**config.mk**
```make
export PLATFORM = sky130hd
export DESIGN_NAME = program_label_end_scanner
export DESIGN_NICKNAME = d
export VERILOG_FILES = /design/src/rtl/core/ples_pkg.sv /design/src/rtl/core/program_label_end_scanner.sv
export SDC_FILE = /design/constraint.sdc
export NUM_CORES = 1
export LEC_CHECK = 0
export BUFFER_PORTS_ARGS = -buffer_cell sky130_fd_sc_hd__buf_2
export CORE_MARGIN = 2
export CORE_UTILIZATION = 53
export DETAILED_ROUTE_END_ITERATION = 10
export PLACE_DENSITY = 0.76
export SETUP_SLACK_MARGIN = 0.02
export SYNTH_ARGS = -nofsm -noshare
export SYNTH_HDL_FRONTEND = slang
export SYNTH_SLANG_ARGS = --single-unit
```
**constraint.sdc**
```tcl
create_clock -name aclk -period 3.1 [get_ports aclk]
set_input_delay 0.465 -clock aclk [delete_from_list [all_inputs] [get_ports aclk]]
set_output_delay 0.465 -clock aclk [all_outputs]
set_load 0.02 [all_outputs]
```
**src/rtl/core/ples_pkg.sv**
```systemverilog
`timescale 1ns / 1ps
// Package for the program label/END scanner.
// Parse phases, event kinds, register indexes and opcode decode constants. No dependencies.
package ples_pkg;

    typedef enum logic [2:0] {
        PH_OPCODE    = 3'd0,
        PH_SKIP      = 3'd1,
        PH_PRE_TYPE  = 3'd2,
        PH_TYPE      = 3'd3,
        PH_KEY       = 3'd4,
        PH_CHARS     = 3'd5,
        PH_EXHAUSTED = 3'd6
    } phase_t;

    typedef enum logic [2:0] {
        EV_LBEGIN = 3'd0,
        EV_LCHAR  = 3'd1,
        EV_END    = 3'd2,
        EV_GEND   = 3'd3,
        EV_OVER   = 3'd4
    } event_t;

    typedef enum logic [1:0] {
        CFG_CURTAIN = 2'd0,
        CFG_END     = 2'd1
    } cfg_index_t;

    localparam int          CURTAIN_W      = 10;
    localparam int          END_W          = 9;
    localparam int          CFG_W          = 10;
    localparam logic [9:0]  CURTAIN_RESET  = 10'd512;
    localparam logic [8:0]  END_RESET      = 9'd0;
    localparam logic [7:0]  OP_LABEL_MAX   = 8'hCD;
    localparam int          TYPE_LABEL_BIT = 7;
    localparam int          TYPE_GEND_BIT  = 5;
    localparam logic [2:0]  LAST_OFFSET    = 3'd6;
    localparam logic [3:0]  NIB_TWO_LO     = 4'h9;
    localparam logic [3:0]  NIB_TWO_HI     = 4'hB;
    localparam logic [3:0]  NIB_XROM       = 4'hC;
    localparam logic [3:0]  NIB_THREE_LO   = 4'hD;
    localparam logic [3:0]  NIB_THREE_HI   = 4'hE;
    localparam logic [3:0]  NIB_STRING     = 4'hF;

endpackage

```
**src/rtl/core/program_label_end_scanner.sv**
```systemverilog
`timescale 1ns / 1ps
// Program label/END scanner top level: byte decoder, pointer tracking and result register.
// Depends on ples_pkg.
//
// Usage:
//   s_ channel: one program byte per beat in s_tdata, in program order, starting at
//   register curtain-1, offset 0.
//   m_ channel: zero or one event per input beat. m_tuser carries the event kind,
//   m_tdata the label character, m_tlast marks the beat that closes a label.
//   Config: cfg_we with cfg_index 0 writes curtain_register, 1 writes end_register;
//   either write restarts the scan. Write only while the block is idle.
//   Output: an event appears on m_ in the cycle after its byte is accepted.
//   Throughput: one byte per cycle when s_tready is high; each byte is decoded by a single
//   nibble decode and counter update between the state registers and the result register.
//   Stall: the result register holds while m_tready is low; s_tready drops only
//   when the result register is full and not being drained.
//   Reset: aresetn clears the scan state to the start of program memory with
//   curtain 512 and end register 0; no result is pending.
//   After a global END or scan-over event, further bytes are taken and dropped.
module program_label_end_scanner #(
    parameter int MEM_REGS = 512
) (
    input  logic                        aclk,
    input  logic                        aresetn,
    input  logic                        s_tvalid,
    output logic                        s_tready,
    input  logic [7:0]                  s_tdata,   // [7:0] program_byte
    output logic                        m_tvalid,
    input  logic                        m_tready,
    output logic [7:0]                  m_tdata,   // [7:0] label_char
    output logic [2:0]                  m_tuser,   // [2:0] event_kind
    output logic                        m_tlast,
    input  logic                        cfg_we,
    input  logic [1:0]                  cfg_index,
    input  logic [ples_pkg::CFG_W-1:0]  cfg_wdata
);
    import ples_pkg::*;

    localparam int WIDX = $clog2(MEM_REGS);
    localparam int CW   = (WIDX > END_W) ? WIDX : END_W;

    logic [CURTAIN_W-1:0] curtain_reg, curtain_next;
    logic [END_W-1:0]     end_reg, end_next;
    phase_t               phase_reg, phase_next;
    logic [3:0]           skip_reg, skip_next;
    logic [3:0]           chars_reg, chars_next;
    logic [WIDX-1:0]      word_reg, word_next;
    logic [2:0]           offs_reg, offs_next;
    logic                 stopped_reg, stopped_next;

    logic                 out_valid_reg, out_valid_next;
    event_t               kind_reg, kind_next;
    logic [7:0]           char_reg, char_next;
    logic                 last_reg, last_next;

    logic                 accept;
    logic                 emit;
    logic [CURTAIN_W-1:0] rs_curtain;
    logic [WIDX-1:0]      rs_word;
    logic                 rs_empty;
    logic [3:0]           hi_nib;
    logic [3:0]           lo_nib;
    logic [3:0]           skip_dec;
    logic [3:0]           chars_dec;
    logic                 do_advance;

    assign s_tready = !out_valid_reg || m_tready;
    assign accept   = s_tvalid && s_tready;
    assign m_tvalid = out_valid_reg;
    assign m_tuser  = kind_reg;
    assign m_tdata  = char_reg;
    assign m_tlast  = last_reg;
    assign hi_nib   = s_tdata[7:4];
    assign lo_nib   = s_tdata[3:0];
    assign skip_dec  = (skip_reg != 4'd0) ? skip_reg - 4'd1 : 4'd0;
    assign chars_dec = (chars_reg != 4'd0) ? chars_reg - 4'd1 : 4'd0;

    // restart point from the curtain value in effect after this cycle
    always_comb begin
        rs_curtain = (cfg_we && cfg_index == CFG_CURTAIN) ? cfg_wdata[CURTAIN_W-1:0]
                                                          : curtain_reg;
        rs_empty   = (rs_curtain == '0);
        if (rs_empty) begin
            rs_word = '0;
        end else if (int'(rs_curtain) > MEM_REGS) begin
            rs_word = WIDX'(MEM_REGS - 1);
        end else begin
            rs_word = WIDX'(rs_curtain - 10'd1);
        end
    end

    always_comb begin
        curtain_next   = curtain_reg;
        end_next       = end_reg;
        phase_next     = phase_reg;
        skip_next      = skip_reg;
        chars_next     = chars_reg;
        word_next      = word_reg;
        offs_next      = offs_reg;
        stopped_next   = stopped_reg;
        emit           = 1'b0;
        kind_next      = kind_reg;
        char_next      = 8'd0;
        last_next      = 1'b0;
        do_advance     = 1'b0;

        if (cfg_we && (cfg_index == CFG_CURTAIN || cfg_index == CFG_END)) begin
            if (cfg_index == CFG_CURTAIN) begin
                curtain_next = cfg_wdata[CURTAIN_W-1:0];
            end else begin
                end_next = cfg_wdata[END_W-1:0];
            end
            phase_next   = rs_empty ? PH_EXHAUSTED : PH_OPCODE;
            skip_next    = 4'd0;
            chars_next   = 4'd0;
            word_next    = rs_word;
            offs_next    = 3'd0;
            stopped_next = 1'b0;
        end else if (accept && !stopped_reg) begin
            if (phase_reg == PH_EXHAUSTED ||
                (phase_reg == PH_OPCODE && CW'(word_reg) < CW'(end_reg))) begin
                stopped_next = 1'b1;
                emit         = 1'b1;
                kind_next    = EV_OVER;
            end else begin
                do_advance = 1'b1;
                case (phase_reg)
                    PH_OPCODE: begin
                        if (hi_nib >= NIB_TWO_LO && hi_nib <= NIB_TWO_HI) begin
                            skip_next  = 4'd1;
                            phase_next = PH_SKIP;
                        end else if (hi_nib == NIB_XROM) begin
                            if (s_tdata <= OP_LABEL_MAX) begin
                                phase_next = PH_PRE_TYPE;
                            end else begin
                                skip_next  = 4'd1;
                                phase_next = PH_SKIP;
                            end
                        end else if (hi_nib == NIB_THREE_LO || hi_nib == NIB_THREE_HI) begin
                            skip_next  = 4'd2;
                            phase_next = PH_SKIP;
                        end else if (hi_nib == NIB_STRING) begin
                            skip_next  = lo_nib;
                            phase_next = (lo_nib != 4'd0) ? PH_SKIP : PH_OPCODE;
                        end
                    end
                    PH_SKIP: begin
                        skip_next  = skip_dec;
                        phase_next = (skip_dec == 4'd0) ? PH_OPCODE : PH_SKIP;
                    end
                    PH_PRE_TYPE: begin
                        phase_next = PH_TYPE;
                    end
                    PH_TYPE: begin
                        emit = 1'b1;
                        if (s_tdata[TYPE_LABEL_BIT]) begin
                            chars_next = (lo_nib != 4'd0) ? lo_nib - 4'd1 : 4'd0;
                            kind_next  = EV_LBEGIN;
                            last_next  = (lo_nib <= 4'd1);
                            phase_next = PH_KEY;
                        end else if (s_tdata[TYPE_GEND_BIT]) begin
                            kind_next    = EV_GEND;
                            stopped_next = 1'b1;
                            do_advance   = 1'b0;
                        end else begin
                            kind_next  = EV_END;
                            phase_next = PH_OPCODE;
                        end
                    end
                    PH_KEY: begin
                        phase_next = (chars_reg == 4'd0) ? PH_OPCODE : PH_CHARS;
                    end
                    PH_CHARS: begin
                        chars_next = chars_dec;
                        emit       = 1'b1;
                        kind_next  = EV_LCHAR;
                        char_next  = s_tdata;
                        last_next  = (chars_dec == 4'd0);
                        phase_next = (chars_dec == 4'd0) ? PH_OPCODE : PH_CHARS;
                    end
                    default: begin
                        phase_next = PH_OPCODE;
                    end
                endcase

                if (do_advance) begin
                    if (offs_reg == LAST_OFFSET) begin
                        if (word_reg == '0) begin
                            phase_next = PH_EXHAUSTED;
                        end else begin
                            word_next = word_reg - WIDX'(1);
                            offs_next = 3'd0;
                        end
                    end else begin
                        offs_next = offs_reg + 3'd1;
                    end
                end
            end
        end
    end

    always_comb begin
        if (accept && emit) begin
            out_valid_next = 1'b1;
        end else if (m_tready) begin
            out_valid_next = 1'b0;
        end else begin
            out_valid_next = out_valid_reg;
        end
    end

    always_ff @(posedge aclk) begin
        if (!aresetn) begin
            curtain_reg   <= CURTAIN_RESET;
            end_reg       <= END_RESET;
            phase_reg     <= PH_OPCODE;
            skip_reg      <= 4'd0;
            chars_reg     <= 4'd0;
            word_reg      <= (int'(CURTAIN_RESET) > MEM_REGS) ? WIDX'(MEM_REGS - 1)
                                                              : WIDX'(CURTAIN_RESET - 10'd1);
            offs_reg      <= 3'd0;
            stopped_reg   <= 1'b0;
            out_valid_reg <= 1'b0;
        end else begin
            curtain_reg   <= curtain_next;
            end_reg       <= end_next;
            phase_reg     <= phase_next;
            skip_reg      <= skip_next;
            chars_reg     <= chars_next;
            word_reg      <= word_next;
            offs_reg      <= offs_next;
            stopped_reg   <= stopped_next;
            out_valid_reg <= out_valid_next;
        end
    end

    always_ff @(posedge aclk) begin
        if (accept && emit) begin
            kind_reg <= kind_next;
            char_reg <= char_next;
            last_reg <= last_next;
        end
    end

endmodule
```
==> results by group, run 1 <==
Logic synthesis
  • Synth Cell Area: 0.00355 mm^2
  • Synthesized area per cell: 8.51 um^2
  • Cell taking the most area after synthesis: dfxtp_1
  • Post-Syn Instances: 417
  • Area contributors post-synth: dfxtp_1, edfxtp_1, mux2i_1
  • Syn_nets: 453
  • Share of the synthesized area in the top cell type: 0.248
  • Unique masters post-synth: 65
  • Ys async rst share: 0
  • Ys Warns: 0
  • Most used DFF post-synth: dfxtp_1
  • EDFF count, synth: 12
  • Synthesized flop and latch total: between 50 and 60
  • Sequential fraction of the synthesis area: 0.350

Placed design
  • # placed instances: 527
  • Final HPWL DP: 6620 um
  • DP Worst Slack: -27.2 ps
  • Port buffer count: 38
  • RePlAce Congestion: 0.926

Clock network
  • Post-CTS sizing: 0
  • Clock Latency Late Sink: 330 ps
  • Clk root buf: clkbuf_8
  • Htree depth: 2
  • Hold_buf cts: 0
  • CTS Sinks: 56
  • CTS tree: done
  • Post-CTS Setup Bufs: 0
  • Num CTS Buffers: 5
  • Worst-path clk slew: 110 ps
  • CTS max path bufs: 2

Die
  • Die area: around 0.0074 mm^2
  • Die H: 85.8 um
  • Core Area: 0.00642 mm^2
  • Chip width: 85.8 um
  • Starting Density: 0.552
  • Cell Rows: 29
  • Top Ports: 39

Cells and area
  • Fill cell count: 581
  • Diodes inserted: 0
  • Multi-input gate area: 0.00217 mm^2
  • Reg area: 0.00124 mm^2
  • Largest register FFs: 10
  • Fin cells: 535
  • Nets: ~490
  • Share of layout cells above drive strength 1: 0.157
  • Area growth syn-to-layout: 10.8%

Critical path
  • WS Path Type: input pin to register
  • Worst setup EP type: register
  • Buf/Inv on CP: 1
  • Worst path required time: about 3300 ps
  • Worst-path cell chain: buf_2 -> or3b_4 -> mux2i_1 -> ha_1 -> nor3b_1 -> nand4b_1 -> a211oi_4 -> nor2_1 -> nor3_1 -> o311ai_1
  • Arrival @ worst endpoint: a little over 3000 ps
  • CP max-delay cell: or3b_4
  • Crit-path max FO: 6
  • Crit path max-delay family: simple AND/OR/NAND/NOR gates
  • Slowest stage delay, CP: roughly 420 ps
  • CP Launch Type: input pin

Drt
  • Met3 WL: 603 um
  • Drc violations: 3
  • Vias: approximately 3300
  • Wire length per cell: 16.4 um
  • Initial DRC Count: 399
  • Vias/cell: between 6 and 7
  • Final WL: 8800 um
  • Met2 WL: 3910 um
  • Final ANT Viol Nets: 0
  • Drt first pass iters: 8
  • WL met1: 4150 um
  • Highest metal used: met4

STA
  • Fin crit share: 0.910
  • Final Max Slew Viols: 0
  • RSZ-0062 raised after global routing: false
  • Worst-margin pin slew: 688 ps
  • Setup ws final: 279 ps
  • Fmax: about 350 MHz
  • Clk_skew: 16.0 ps
  • Worst relative slew slack: 0.541
  • Finish-stage setup viols: 0
  • Final Hold Fails: 0
  • Fin crit period: 2820 ps

Global route
  • First-pass GRT wire length: 14700 um
  • Largest net degree at the start of global routing: 33
  • Grt ovf: 0
  • Gr usage total: 0.250
  • Initial antenna violation count: 0
  • Vias in the first global route: 3090

Pwr
  • Peak VDD IR: 0.000223 V
  • Leakage dissipation: 1.58 nW
  • PwrDens: 387 mW/mm^2
  • Total power: 1.52 mW

Status
  • Status: finished with violations
  • Failing checks: DRC

Worst hold path
  • Hold Path Class: input pin to register

Job
  • Max cap viols: 0
metrics by stage:
step	hold WS (ps)	setup TNS, ps	util	cell area [um^2]
floorplan	432	0	-	3550
global placement	439	0	0.598	3840
detailed placement	451	-27.2	0.598	3840
CTS	389	0	0.612	3930
global route	405	0	0.612	3930
finish	383	0	0.612	3930
metal layers:
metal	vias up	global-route usage
met3	12	0.0568
met2	139	0.376
li1	1618	-
met5	-	0
met4	0	0.0750
met1	1570	0.357
tightest hold or removal path, delay by kind of cell:
kind	cells	cell delay, ps
buf+inv	1	80
simple gates	1	60
mux	1	70
layout by cell type (no fill, tap or decap), types with 4 or more instances in the layout:
cell type and instances:
a21o_1 4, nor3_1 16, or3_1 6, a31oi_1 10
edfxtp_1 12, nor2b_1 18, o211ai_1 4, o31ai_1 4
a21boi_0 10, nor2_1 31, mux2i_1 17, a21oi_1 24
dfxtp_1 44, clkbuf_8 5, ha_1 11, inv_1 17
and2_1 12, buf_2 38, o21a_1 5, nor3b_1 4
buf_4 10, xor2_1 5, o21ai_0 21, nand4_1 5
nand3_1 19, nand2b_1 6, nand2_1 41
worst paths after layout:
kind                          to  slack [ps]  cells past startpoint         start
setup / recovery     word_reg[4]         280                     10  cfg_index[1]
hold / removal    curtain_reg[9]         380                      3  cfg_wdata[9]
setup reg to reg    phase_reg[0]         510                      9    end_reg[6]
hold reg to reg       end_reg[8]         470                      2    end_reg[8]
cell type report:
cell class	instances	share of cell area
multi-input cells	329	0.553
flip-flops and latches	56	0.316
repair buffers	48	0.0675
well taps	77	0.0245
clock buffers	5	0.0175
inverters	17	0.0162
clock inverters	3	0.00573
where the power goes:
part           switching, mW  internal (mW)
Clock                  0.259          0.163
Combinational          0.180          0.128
Sequential            0.0256          0.767
synth_stat cells (all sizes together) (6+ instances only):
cell and n:
dfxtp 44, nor2 31, a21oi 25, nor2b 18
inv 17, mux2i 18, or3 6, ha 11
and2 12, nor3 16, edfxtp 12, a31oi 10
nand2b 6, clkbuf 11, nand2 41, o21ai 21
a21boi 10, nand3 19
logic make-up (layout without fill, tap and decap cells):
| kind of cell | after synthesis | in the layout | synth area share |
|---|---|---|---|
| muxes | 21 | 21 | 0.0624 |
| DFF | 56 | 56 | 0.350 |
| AOI/OAI and AO/OA | 114 | 114 | 0.230 |
| buffers and inverters | 32 | 73 | 0.0374 |
| xor gates and xnor gates | 8 | 8 | 0.0198 |
| adders and majority gates | 11 | 11 | 0.0388 |
| and+or+nand+nor | 175 | 175 | 0.261 |
No activity file was read; power rests on OpenSTA's default activity.
==> run 2, diff against run 1 <==
Settings changed: CORE_UTILIZATION 53 to 59, PLACE_DENSITY 0.76 to 0.8.
Clock period 3.1 ns to 3.15 ns, I/O delays scaled along.
==> run 2 against run 1 <==
Net effect:
- count of clock-buffer cells in the layout stayed put
- register-to-register slack better by 140 ps
- combinational power barely moved
- core utilization rose by 5.8 points
- the flow now finishes without violations
- highest routed layer unchanged
- critical path type unchanged
- via count rose by 0.21%
- hold slack better by 40 ps
- sequential power shrank 2%
==> results by group, run 2 (same netlist as run 1, synthesis figures left out) <==
Pwr
  • Total power: 1.48 mW
  • Peak VDD IR: ~0.00023 V
  • Leakage dissipation: 1.57 nW
  • PwrDens: 376 mW/mm^2

Clock network
  • Clk root buf: clkbuf_8
  • Post-CTS Setup Bufs: 0
  • Clock Latency Late Sink: 320 ps
  • CTS tree: done
  • Worst-path clk slew: 100 ps
  • CTS max path bufs: 2
  • Post-CTS sizing: 0
  • Hold_buf cts: 0
  • CTS Sinks: 56
  • Htree depth: 2
  • Num CTS Buffers: 5

STA
  • Fmax: 358 MHz
  • TNS Setup: 0 ps
  • Fin crit period: 2790 ps
  • Fin crit share: 0.887
  • Worst relative slew slack: 0.551
  • Final Max Slew Viols: 0
  • Setup ws final: 355 ps
  • Finish-stage setup viols: 0
  • Final Hold Fails: 0
  • WHS: 422 ps
  • Clk_skew: roughly 4.4 ps
  • RSZ-0062 raised after global routing: false
  • Worst-margin pin slew: 674 ps

Placed design
  • Port buffer count: 38
  • # placed instances: 525
  • DP Worst Slack: 14.1 ps
  • Final HPWL DP: 6570 um
  • Post-place instance area: 0.00384 mm^2
  • RePlAce Congestion: approximately 0.94

Global route
  • Largest net degree at the start of global routing: 32
  • Grt ovf: 0
  • First-pass GRT wire length: between 10000 and 15000 um
  • Initial antenna violation count: 0
  • Vias in the first global route: 2972
  • Gr usage total: 0.278

Cells and area
  • Share of layout cells above drive strength 1: 0.155
  • Fin cells: approximately 530
  • Diodes inserted: 0
  • Most frequent cells in the layout: dfxtp_1, nand2_1, buf_2
  • Finished Core Util: 0.670
  • Post-route cell area: 0.00392 mm^2
  • Nets: 493
  • Largest register FFs: 10
  • Most common cell after layout, fill and taps aside: dfxtp_1
  • Fill cell count: 497
  • Area growth syn-to-layout: 10.5%

Die
  • Chip width: ~80 um
  • Starting Density: 0.606
  • Die H: just over 80 um
  • Cell Rows: 28
  • Core Area: 0.00585 mm^2
  • Top Ports: 39
  • Die area: 0.00665 mm^2

Drt
  • Vias: 3346
  • Drc violations: 0
  • Final ANT Viol Nets: 0
  • Wire length per cell: about 17 um
  • Vias/cell: 6.28
  • Final WL: 8810 um
  • Drt first pass iters: 5
  • Initial DRC Count: about 380

Critical path
  • Worst setup EP type: register
  • Crit-path max FO: 6
  • CP Launch Type: input pin
  • WS Path Type: input pin to register
  • Worst path required time: 3340 ps
  • Arrival @ worst endpoint: 2990 ps

Status
  • Status: finished clean

Job
  • Max cap viols: 0

Worst hold path
  • Hold Path Class: input pin to register
## run 2: changes by cell type in the layout (fill, tap and decap cells not counted), sizes merged
cell,before,now
inv,18,17
clkinv,2,3
## run 2: final timing paths
check                 endpoint    startpoint  slack (ps)  cells after the start
setup reg to reg  phase_reg[0]    end_reg[6]         650                      9
hold reg to reg    stopped_reg   stopped_reg         470                      1
setup / recovery   word_reg[4]  cfg_index[1]         360                     10
hold / removal      end_reg[6]  cfg_wdata[6]         420                      3
## run 2: critical path, cell delays in order
cell and delay, ps:
buf_2 130, or3b_4 420, mux2i_1 230, ha_1 230, nor3b_1 370, nand4b_1 250, a211oi_4 400, nor2_1 140
nor3_1 220, o311ai_1 120
## run 2: per-layer routing
layer / share of wire / track usage / vias up
met5: 0 / 0 / -
met4: 0.016 / 0.0831 / 0
met3: 0.076 / 0.0538 / 14
met2: 0.45 / 0.435 / 152
met1: 0.46 / 0.389 / 1556
li1: - / - / 1624
## run 2: cell type report
type	instances	area [um^2]	share of cell area
multi-input cells	329	2170	0.554
flip-flops and latches	56	1240	0.317
repair buffers	48	265	0.0677
well taps	75	93.8	0.0239
clock buffers	5	68.8	0.0176
inverters	17	63.8	0.0163
clock inverters	3	13.8	0.00351
## run 2: power breakdown
group	switching (mW)	leakage [nW]	internal [mW]
combinational	0.177	1.06	0.126
clock	0.241	0.0453	0.152
sequential	0.0239	0.465	0.755
total	0.443	1.57	1.03
